===== src/hdl/dsg_pkg.sv =====
// Shared types, constants and the quarter-wave sine table for the DDS generator.
// No dependencies; every other file uses this package.
package dsg_pkg;

  localparam int PHASE_BITS      = 32;
  localparam int SINE_TABLE_BITS = 8;
  localparam int CHANNEL_COUNT   = 2;

  localparam int SINE_QUARTER = 1 << SINE_TABLE_BITS;
  localparam int ENTRY_W      = 15;
  localparam int CODE_W       = 8;
  localparam int STEP_W       = 32;
  localparam int ADDR_W       = 5;
  localparam int DATA_W       = 32;

  localparam logic [63:0] PI_Q30    = 64'd3373259426;
  localparam logic [63:0] SINE_PEAK = 64'd32767;
  localparam logic [63:0] HALF_Q30  = 64'd536870912;

  // Register indexes (byte address / 4)
  localparam logic [2:0] REG_MODE_CH0   = 3'd0;
  localparam logic [2:0] REG_MODE_CH1   = 3'd1;
  localparam logic [2:0] REG_STEP_CH0   = 3'd2;
  localparam logic [2:0] REG_STEP_CH1   = 3'd3;
  localparam logic [2:0] REG_AMP_CH0    = 3'd4;
  localparam logic [2:0] REG_AMP_CH1    = 3'd5;
  localparam logic [2:0] REG_OFFSET_CH0 = 3'd6;
  localparam logic [2:0] REG_OFFSET_CH1 = 3'd7;

  localparam logic MODE_SINE = 1'b0;

  localparam logic [STEP_W-1:0] STEP_RST   = 32'd4294967;
  localparam logic [CODE_W-1:0] AMP_RST    = 8'd77;
  localparam logic [CODE_W-1:0] OFFSET_RST = 8'd128;

  typedef struct packed {
    logic [1:0]              mode;
    logic [1:0][STEP_W-1:0]  step;
    logic [1:0][CODE_W-1:0]  amp;
    logic [1:0][CODE_W-1:0]  offset;
  } dsg_cfg_t;

  typedef struct packed {
    logic [PHASE_BITS-1:0] phase;
    logic                  channel;
    logic                  mode;
    logic [CODE_W-1:0]     amp;
    logic [CODE_W-1:0]     offset;
  } dsg_stage_t;

  typedef logic [ENTRY_W-1:0] sine_lut_t [SINE_QUARTER];

  // Q30 Taylor series of sin at the centre of quarter-wave slot k, up to x^11
  function automatic logic [ENTRY_W-1:0] sine_entry(input int k);
    logic [63:0] x;
    logic [63:0] term;
    logic [63:0] scaled;
    longint      s;
    // divide by four quarter-table sizes: a power of two
    x = (PI_Q30 * (64'(k) * 64'd2 + 64'd1)) >> (SINE_TABLE_BITS + 2);
    term = x;
    s = longint'(x);
    term = (((term * x) >> 30) * x) >> 30;
    term = term / 64'd6;
    s = s - longint'(term);
    term = (((term * x) >> 30) * x) >> 30;
    term = term / 64'd20;
    s = s + longint'(term);
    term = (((term * x) >> 30) * x) >> 30;
    term = term / 64'd42;
    s = s - longint'(term);
    term = (((term * x) >> 30) * x) >> 30;
    term = term / 64'd72;
    s = s + longint'(term);
    term = (((term * x) >> 30) * x) >> 30;
    term = term / 64'd110;
    s = s - longint'(term);
    if (s < 0) s = 0;
    scaled = (64'(s) * SINE_PEAK + HALF_Q30) >> 30;
    if (scaled > SINE_PEAK) scaled = SINE_PEAK;
    return scaled[ENTRY_W-1:0];
  endfunction

  function automatic sine_lut_t build_sine_lut();
    sine_lut_t lut;
    for (int k = 0; k < SINE_QUARTER; k++) begin
      lut[k] = sine_entry(k);
    end
    return lut;
  endfunction

  localparam sine_lut_t SINE_LUT = build_sine_lut();

endpackage


===== src/hdl/dsg_if.sv =====
// Valid/ready stream interfaces for sample ticks and DAC results.
// Depends on dsg_pkg for the code width.
interface dsg_in_if;
  logic valid;
  logic ready;
  logic channel;
  modport source (output valid, output channel, input ready);
  modport sink   (input valid, input channel, output ready);
endinterface

interface dsg_out_if;
  logic                      valid;
  logic                      ready;
  logic [dsg_pkg::CODE_W-1:0] sample_code;
  logic                      sample_channel;
  logic                      clipped;
  modport source (output valid, output sample_code, output sample_channel, output clipped,
                  input ready);
  modport sink   (input valid, input sample_code, input sample_channel, input clipped,
                  output ready);
endinterface


===== src/hdl/dds_sine_sawtooth_generator.sv =====
// Two-channel DDS sine/sawtooth generator, top level.
// Path from the accepting edge to the result beat: phase register, then result register.
// Throughput: one beat per cycle, set by the phase register stage and the
// lookup-and-multiply result stage; a stalled output holds both stages.
// Reset (rst_n low, synchronous): phases cleared, registers to reset values,
// pipeline emptied.
module dds_sine_sawtooth_generator import dsg_pkg::*; (
  input  logic              clk,
  input  logic              rst_n,
  dsg_in_if.sink            in_chan,
  dsg_out_if.source         out_chan,
  input  logic              psel,
  input  logic              penable,
  input  logic              pwrite,
  input  logic [ADDR_W-1:0] paddr,
  input  logic [DATA_W-1:0] pwdata,
  output logic [DATA_W-1:0] prdata,
  output logic              pready
);

  dsg_cfg_t   cfg;
  logic       stage_adv;
  logic       stage_valid;
  dsg_stage_t stage_data;

  dsg_cfg_regs u_cfg (
    .clk     (clk),
    .rst_n   (rst_n),
    .psel    (psel),
    .penable (penable),
    .pwrite  (pwrite),
    .paddr   (paddr),
    .pwdata  (pwdata),
    .prdata  (prdata),
    .pready  (pready),
    .cfg     (cfg)
  );

  dsg_phase_stage u_phase (
    .clk         (clk),
    .rst_n       (rst_n),
    .cfg         (cfg),
    .in_chan     (in_chan),
    .stage_adv   (stage_adv),
    .stage_valid (stage_valid),
    .stage_data  (stage_data)
  );

  dsg_wave_stage u_wave (
    .clk         (clk),
    .rst_n       (rst_n),
    .stage_valid (stage_valid),
    .stage_data  (stage_data),
    .stage_adv   (stage_adv),
    .out_chan    (out_chan)
  );

endmodule


===== src/hdl/dsg_cfg_regs.sv =====
// APB-style register file holding mode, step, amplitude and offset per channel.
// Depends on dsg_pkg.
module dsg_cfg_regs import dsg_pkg::*; (
  input  logic              clk,
  input  logic              rst_n,
  input  logic              psel,
  input  logic              penable,
  input  logic              pwrite,
  input  logic [ADDR_W-1:0] paddr,
  input  logic [DATA_W-1:0] pwdata,
  output logic [DATA_W-1:0] prdata,
  output logic              pready,
  output dsg_cfg_t          cfg
);

  dsg_cfg_t   cfg_r;
  logic       wr_en;
  logic [2:0] reg_idx;

  assign pready  = 1'b1;
  assign wr_en   = psel & penable & pwrite;
  assign reg_idx = paddr[4:2];
  assign cfg     = cfg_r;

  always_ff @(posedge clk) begin
    if (!rst_n) begin
      cfg_r.mode   <= '0;
      cfg_r.step   <= {STEP_RST, STEP_RST};
      cfg_r.amp    <= {AMP_RST, AMP_RST};
      cfg_r.offset <= {OFFSET_RST, OFFSET_RST};
    end else if (wr_en) begin
      case (reg_idx)
        REG_MODE_CH0:   cfg_r.mode[0]   <= pwdata[0];
        REG_MODE_CH1:   cfg_r.mode[1]   <= pwdata[0];
        REG_STEP_CH0:   cfg_r.step[0]   <= pwdata[STEP_W-1:0];
        REG_STEP_CH1:   cfg_r.step[1]   <= pwdata[STEP_W-1:0];
        REG_AMP_CH0:    cfg_r.amp[0]    <= pwdata[CODE_W-1:0];
        REG_AMP_CH1:    cfg_r.amp[1]    <= pwdata[CODE_W-1:0];
        REG_OFFSET_CH0: cfg_r.offset[0] <= pwdata[CODE_W-1:0];
        REG_OFFSET_CH1: cfg_r.offset[1] <= pwdata[CODE_W-1:0];
        default: ;
      endcase
    end
  end

  always_comb begin
    case (reg_idx)
      REG_MODE_CH0:   prdata = DATA_W'(cfg_r.mode[0]);
      REG_MODE_CH1:   prdata = DATA_W'(cfg_r.mode[1]);
      REG_STEP_CH0:   prdata = DATA_W'(cfg_r.step[0]);
      REG_STEP_CH1:   prdata = DATA_W'(cfg_r.step[1]);
      REG_AMP_CH0:    prdata = DATA_W'(cfg_r.amp[0]);
      REG_AMP_CH1:    prdata = DATA_W'(cfg_r.amp[1]);
      REG_OFFSET_CH0: prdata = DATA_W'(cfg_r.offset[0]);
      REG_OFFSET_CH1: prdata = DATA_W'(cfg_r.offset[1]);
      default:        prdata = '0;
    endcase
  end

endmodule


===== src/hdl/dsg_phase_stage.sv =====
// Input register stage: per-channel phase accumulators and capture of the
// channel's settings. Depends on dsg_pkg and dsg_in_if.
module dsg_phase_stage import dsg_pkg::*; (
  input  logic       clk,
  input  logic       rst_n,
  input  dsg_cfg_t   cfg,
  dsg_in_if.sink     in_chan,
  input  logic       stage_adv,
  output logic       stage_valid,
  output dsg_stage_t stage_data
);

  logic [PHASE_BITS-1:0] phase_r [CHANNEL_COUNT];
  logic [PHASE_BITS-1:0] phase_nxt;
  logic                  stage_valid_r;
  dsg_stage_t            stage_r;
  dsg_stage_t            stage_nxt;
  logic                  load;
  logic                  take;
  logic                  ch;

  assign ch    = in_chan.channel;
  assign load  = !stage_valid_r || stage_adv;
  assign in_chan.ready = load;
  // drop ticks for channels that have no accumulator
  assign take  = in_chan.valid && load && (32'(ch) < 32'(CHANNEL_COUNT));

  assign phase_nxt = phase_r[ch] + PHASE_BITS'(cfg.step[ch]);

  always_comb begin
    stage_nxt.phase   = phase_nxt;
    stage_nxt.channel = ch;
    stage_nxt.mode    = cfg.mode[ch];
    stage_nxt.amp     = cfg.amp[ch];
    stage_nxt.offset  = cfg.offset[ch];
  end

  always_ff @(posedge clk) begin
    if (!rst_n) begin
      stage_valid_r <= 1'b0;
      for (int i = 0; i < CHANNEL_COUNT; i++) begin
        phase_r[i] <= '0;
      end
    end else begin
      if (load) stage_valid_r <= take;
      if (take) phase_r[ch] <= phase_nxt;
    end
  end

  always_ff @(posedge clk) begin
    if (load) stage_r <= stage_nxt;
  end

  assign stage_valid = stage_valid_r;
  assign stage_data  = stage_r;

endmodule


===== src/hdl/dsg_wave_stage.sv =====
// Waveform stage: quarter-wave sine lookup or sawtooth ramp, scaling,
// saturation and the result register. Depends on dsg_pkg and dsg_out_if.
module dsg_wave_stage import dsg_pkg::*; (
  input  logic       clk,
  input  logic       rst_n,
  input  logic       stage_valid,
  input  dsg_stage_t stage_data,
  output logic       stage_adv,
  dsg_out_if.source  out_chan
);

  localparam int P_W = SINE_TABLE_BITS + 2;
  localparam int SIN_PROD_W = CODE_W + ENTRY_W;
  localparam int SAW_PROD_W = CODE_W + PHASE_BITS;

  logic [P_W-1:0]             p;
  logic [1:0]                 quad;
  logic [SINE_TABLE_BITS-1:0] k;
  logic [ENTRY_W-1:0]         entry;
  logic [SIN_PROD_W-1:0]      sin_sum;
  logic [CODE_W-1:0]          r;
  logic [SAW_PROD_W-1:0]      saw_prod;
  logic [CODE_W:0]            ramp;
  logic signed [10:0]         value;
  logic [CODE_W-1:0]          code_nxt;
  logic                       clip_nxt;

  logic                       out_valid_r;
  logic [CODE_W-1:0]          code_r;
  logic                       ch_r;
  logic                       clip_r;

  assign stage_adv = !out_valid_r || out_chan.ready;

  always_comb begin
    p     = stage_data.phase[PHASE_BITS-1 -: P_W];
    quad  = p[P_W-1 -: 2];
    k     = p[SINE_TABLE_BITS-1:0];
    // mirror the index on the falling quarters
    if (quad[0]) k = ~k;
    entry   = SINE_LUT[k];
    sin_sum = SIN_PROD_W'(stage_data.amp) * SIN_PROD_W'(entry) + SIN_PROD_W'(16384);
    r       = sin_sum[SIN_PROD_W-1 -: CODE_W];
    saw_prod = SAW_PROD_W'(stage_data.amp) * SAW_PROD_W'(stage_data.phase);
    ramp     = saw_prod[SAW_PROD_W-1 -: CODE_W+1];

    if (stage_data.mode == MODE_SINE) begin
      if (quad[1]) value = $signed({3'b000, stage_data.offset}) - $signed({3'b000, r});
      else         value = $signed({3'b000, stage_data.offset}) + $signed({3'b000, r});
    end else begin
      value = $signed({3'b000, stage_data.offset}) - $signed({3'b000, stage_data.amp})
            + $signed({2'b00, ramp});
    end

    if (value < 0) begin
      code_nxt = '0;
      clip_nxt = 1'b1;
    end else if (value > 11'sd255) begin
      code_nxt = '1;
      clip_nxt = 1'b1;
    end else begin
      code_nxt = value[CODE_W-1:0];
      clip_nxt = 1'b0;
    end
  end

  always_ff @(posedge clk) begin
    if (!rst_n) begin
      out_valid_r <= 1'b0;
    end else if (stage_adv) begin
      out_valid_r <= stage_valid;
    end
  end

  always_ff @(posedge clk) begin
    if (stage_adv && stage_valid) begin
      code_r <= code_nxt;
      ch_r   <= stage_data.channel;
      clip_r <= clip_nxt;
    end
  end

  assign out_chan.valid          = out_valid_r;
  assign out_chan.sample_code    = code_r;
  assign out_chan.sample_channel = ch_r;
  assign out_chan.clipped        = clip_r;

endmodule

===== src/flat_wrapper.sv =====
// flat-port wrapper written by rule: the top's interface ports become plain ports
module dds_sine_sawtooth_generator_flat import dsg_pkg::*;
  (clk, rst_n, psel, penable, pwrite, paddr, pwdata, prdata, pready, in_chan_valid, in_chan_channel, in_chan_ready, out_chan_valid, out_chan_sample_code, out_chan_sample_channel, out_chan_clipped, out_chan_ready);
  dsg_in_if in_chan_i ();
  dsg_out_if out_chan_i ();
  input  logic clk;
  input  logic rst_n;
  input  logic psel;
  input  logic penable;
  input  logic pwrite;
  input  logic [ADDR_W-1:0] paddr;
  input  logic [DATA_W-1:0] pwdata;
  output logic [DATA_W-1:0] prdata;
  output logic pready;
  input wire logic [$bits(in_chan_i.valid)-1:0] in_chan_valid;
  input wire logic [$bits(in_chan_i.channel)-1:0] in_chan_channel;
  output wire logic [$bits(in_chan_i.ready)-1:0] in_chan_ready;
  output wire logic [$bits(out_chan_i.valid)-1:0] out_chan_valid;
  output wire logic [$bits(out_chan_i.sample_code)-1:0] out_chan_sample_code;
  output wire logic [$bits(out_chan_i.sample_channel)-1:0] out_chan_sample_channel;
  output wire logic [$bits(out_chan_i.clipped)-1:0] out_chan_clipped;
  input wire logic [$bits(out_chan_i.ready)-1:0] out_chan_ready;
  assign in_chan_i.valid = in_chan_valid;
  assign in_chan_i.channel = in_chan_channel;
  assign in_chan_ready = in_chan_i.ready;
  assign out_chan_valid = out_chan_i.valid;
  assign out_chan_sample_code = out_chan_i.sample_code;
  assign out_chan_sample_channel = out_chan_i.sample_channel;
  assign out_chan_clipped = out_chan_i.clipped;
  assign out_chan_i.ready = out_chan_ready;
  dds_sine_sawtooth_generator u_core (.clk(clk), .rst_n(rst_n), .in_chan(in_chan_i), .out_chan(out_chan_i), .psel(psel), .penable(penable), .pwrite(pwrite), .paddr(paddr), .pwdata(pwdata), .prdata(prdata), .pready(pready));
endmodule

===== config.mk =====
export PLATFORM = sky130hd
export DESIGN_NAME = dds_sine_sawtooth_generator_flat
export DESIGN_NICKNAME = d
export VERILOG_FILES = /design/src/hdl/dsg_pkg.sv /design/src/hdl/dsg_if.sv /design/src/hdl/dds_sine_sawtooth_generator.sv /design/src/hdl/dsg_cfg_regs.sv /design/src/hdl/dsg_phase_stage.sv /design/src/hdl/dsg_wave_stage.sv /design/src/flat_wrapper.sv
export SDC_FILE = /design/constraint.sdc
export NUM_CORES = 2
export LEC_CHECK = 0
export BUFFER_PORTS_ARGS = -buffer_cell sky130_fd_sc_hd__clkbuf_2
export CAP_MARGIN = 20
export CORE_ASPECT_RATIO = 0.5
export CORE_MARGIN = 2
export CORE_UTILIZATION = 35
export DETAILED_ROUTE_END_ITERATION = 8
export GPL_TIMING_DRIVEN = 0
export PLACE_DENSITY = 0.47
export SETUP_SLACK_MARGIN = 0.4
export SKIP_LAST_GASP = 1
export SYNTH_ARGS = -nofsm -noshare
export SYNTH_HDL_FRONTEND = slang
export SYNTH_SLANG_ARGS = --single-unit

===== constraint.sdc =====
create_clock -name clk -period 12.3 [get_ports clk]
set_clock_uncertainty 0.15 [all_clocks]
set_input_delay 2.46 -clock clk [delete_from_list [all_inputs] [get_ports clk]]
set_output_delay 2.46 -clock clk [all_outputs]
set_load 0.1 [all_outputs]

==> metrics <==
mean post-synth cell area=~8.5 um^2; Placement Rows=73; largest family of logic cells by synthesized area=adder cells; share of layout cells above drive strength 1=around 11%; Post-synth EDFFs=approximately 120; Setup TNS Final=0 ps; CP endpoint=u_core.u_wave.out_chan.sample_code[3]; r2r endpoint=u_core.u_wave.out_chan.sample_code[3]; Fin. Hold Viols=0; Ant. Diodes=0; vias per cell=5.68; Root Driver=clkbuf_16; number of distinct library cells after synthesis=around 100; CTS Hold Buffers Added=0; global-route wire length before repair=172 mm; DRT antenna net count=0; drt wl/cell=~26 um; Post-synth top cells=nand2_1, inv_1, fa_1; CP Capture Type=register; I/O Buffers=84; Num CTS Buffers=25; fraction of registers with async set/reset=0%; Max stage delay on crit path=730 ps; status=completed; total chip power=between 9000 and 10000 uW; Least-Margin Pin Slew=around 1300 ps; Slew HR=16.1%; leading area contributor after synthesis=fa_1; Tightest Hold Check Type=register to register; Flop pwr share=slightly above 10%; H-tree levels=1; compound-gate portion of the synthesized area=about a fifth; most used cell, CP=fa_1; ys flop type=edfxtp_1; clk sink count=~220; post-detail-place hpwl=between 90 and 100 mm; gp weighted congestion=1.02; Longest Clk Path Bufs=3; DRT iter0 DRCs=about 2400; WS Path Type=register to register; Nets=~4000; grt total ovfl=0; Final Cycle Share=between 90% and 100%; Die ar.=~0.083 mm^2; Max Fclk=86.7 MHz; initial antenna violation count=2; Psw=about 5200 uW; Total Wirelength=117 mm; Post-Synth Adder-Cell Area=26.8%; CTS tree=yes; routed vias=approximately 26000; share of power burned in the clock network=between 7 and 8%; power per cell area=approximately 310 mW/mm^2; worst r2r path cells=40; Combinational Power Share=between 80% and 90%; Area contributors post-synth=fa_1, edfxtp_1, ha_1, dfxtp_1, nand2_1; Required @ worst endpoint=12440 ps; die span in x=between 400 and 500 um; reg2reg start=u_core.u_phase.stage_data[48]; Max Cap Viol=0; Tot GR Track Use=27.7%; Mapped Area=around 0.028 mm^2; mux contribution to synthesized area=between 5 and 6%; Area Growth Syn to Fin=9.58%; crit path max fanout=14; Core Area=between 0.07 and 0.08 mm^2; most common cell in the synthesized netlist=nand2_1; vias in the first global route=approximately 25000; Startpoint Class=register; Syn Nets=around 3800; Seq/Total Area, Yosys=approximately 20%; P_leak=0.0134 uW; Fill cells=between 8000 and 9000; Clock Pin Slew Worst Setup and Hold Paths=roughly 60 ps; Synth Area in XOR/XNOR=2.92%; insertion delay to the later sink of the worst-skew pair=530 ps; Max rail drop VDD=0.000545 V; largest net degree at the start of global routing=42; # setup viols final=0; # IOs=90; Final min period=about 12000 ps; Ys Warns=0; worst hold margin=270 ps; Syn Inst Count=between 3000 and 4000; Internal=~4600 uW; post-synth top area share=between 15 and 20%; drt first pass iters=8; Crit-path slowest cell=a2111oi_0; Setup crit start=u_core.u_phase.stage_data[48]; starting density of the core=35.5%; CP Data Arrival Time=about 12000 ps; Simple-Gate Fraction of Synth Area=between 10% and 20%; Switching Fraction=a little over half; DRC=0; flop2flop setup slack=roughly 770 ps; Yosys reg bits=224; Die H=about 210 um; Slew Limit Fails=0; RSZ-0062 raised after global routing=no
-- what timing repair did --
item / CTS / global route
pin swaps: 0 / 0
endpoints found under the hold margin: 0 / 0
setup endpoints to repair: 8 / 9
setup buffers: 0 / 2
resized for setup: 5 / 25
-- cell usage in the layout, fill, tap and decap left out, types with 33 or more instances in the layout --
| cell | count |
|---|---|
| and2_1 | 145 |
| nand2_1 | 485 |
| mux2i_1 | 39 |
| inv_1 | 329 |
| o211ai_1 | 36 |
| mux2_2 | 89 |
| edfxtp_1 | 124 |
| o21ai_0 | 132 |
| nor2_1 | 231 |
| a211oi_1 | 33 |
| buf_2 | 57 |
| xnor2_1 | 44 |
| ha_1 | 189 |
| a21boi_0 | 58 |
| nor3_1 | 45 |
| fa_1 | 261 |
| a21o_1 | 53 |
| clkbuf_2 | 96 |
| nand3_1 | 76 |
| nor2b_1 | 47 |
| clkbuf_1 | 121 |
| dfxtp_1 | 100 |
| a21oi_1 | 178 |
-- flip-flops by register name, indices dropped and copies added, names as in the netlist --
signal and cells:
u_core.u_cfg.cfg 98, u_core.u_phase.phase_r 64, u_core.u_phase.stage_data 50, u_core.u_wave.out_chan.sample_code 8, u_core.u_phase.stage_valid 1, u_core.u_wave.out_chan.clipped 1, u_core.u_wave.out_chan.sample_channel 1, u_core.u_wave.out_chan.valid 1
-- critical path: cells and delay by family, from the launching register on --
family	cells	cell delay (ps)
adder cells (fa/ha/maj)	8	3110
AO/OA/AOI/OAI	13	2910
buffers and inverters	10	2500
AND/OR/NAND/NOR	6	1250
XOR/XNOR	2	540
flip-flops	1	490
multiplexers	1	290
-- area by class of cell --
type                            instances  area, um^2  share of cell area (%)
Sequential cell                       224        5730                    18.4
Clock inverter                          8        91.3                   0.294
Multi-Input combinational cell       2561       20400                    65.7
Tap cell                             1087        1360                    4.38
Buffer                                219        1030                    3.32
Timing Repair Buffer                   89         493                    1.59
Clock buffer                           37         701                    2.25
Inverter                              336        1260                    4.06
-- cells by family after synthesis --
group,Yosys count
adders and majority gates,450
buffers and inverters,555
and+or+nand+nor,1120
AOI/OAI and AO/OA,771
DFF,224
other,1
xor gates and xnor gates,83
muxes,136
-- how the worst min path moves through the flow --
stage / start / endpoint / slack, ps / cells after the start
after CTS: u_core.u_phase.stage_data[17] / u_core.u_wave.out_chan.sample_channel / 270 / 0
after global routing: u_core.u_phase.stage_data[17] / u_core.u_wave.out_chan.sample_channel / 280 / 0
after global placement: u_core.u_phase.stage_data[17] / u_core.u_wave.out_chan.sample_channel / 250 / 0
after detailed placement: u_core.u_phase.stage_data[17] / u_core.u_wave.out_chan.sample_channel / 260 / 0
after floorplan: u_core.u_phase.stage_data[17] / u_core.u_wave.out_chan.sample_channel / 250 / 0
final: u_core.u_phase.stage_data[17] / u_core.u_wave.out_chan.sample_channel / 270 / 0
-- per-layer routing --
layer / routed length [um] / GRT usage [%] / up-vias / part of all wire, %
li1: - / - / 11600 / -
met2: 51000 / 43.6 / 1126 / 44
met1: 53200 / 39.2 / 12900 / 45
met3: 8170 / 3.50 / 229 / 7.0
met4: 4580 / 9.50 / 2 / 3.9
met5: 15 / 0 / - / 0.013
-- power by group through the flow --
stage | sequential [uW] | combinational [uW] | clock (uW)
after floorplan | 1080 | 5650 | 0
after global placement | 1010 | 7920 | 0
after detailed placement | 1010 | 7950 | 0
after CTS | 994 | 8020 | 754
after global routing | 1000 | 9080 | 782
final | 995 | 8060 | 735
-- per-stage QoR --
stage | cells | utilization [%] | cell area, um^2 | worst slack, ps
final | 4561 | 38.9 | 31100 | 768
after global routing | 4561 | 38.9 | 31100 | 470
after CTS | 4559 | 38.8 | 31000 | 407
after detailed placement | 4514 | 37.8 | 30200 | 230
after global placement | 4511 | 37.8 | 30100 | 94.4
after floorplan | 3340 | - | 28400 | 3310
Power figures use the tool's default switching activity.
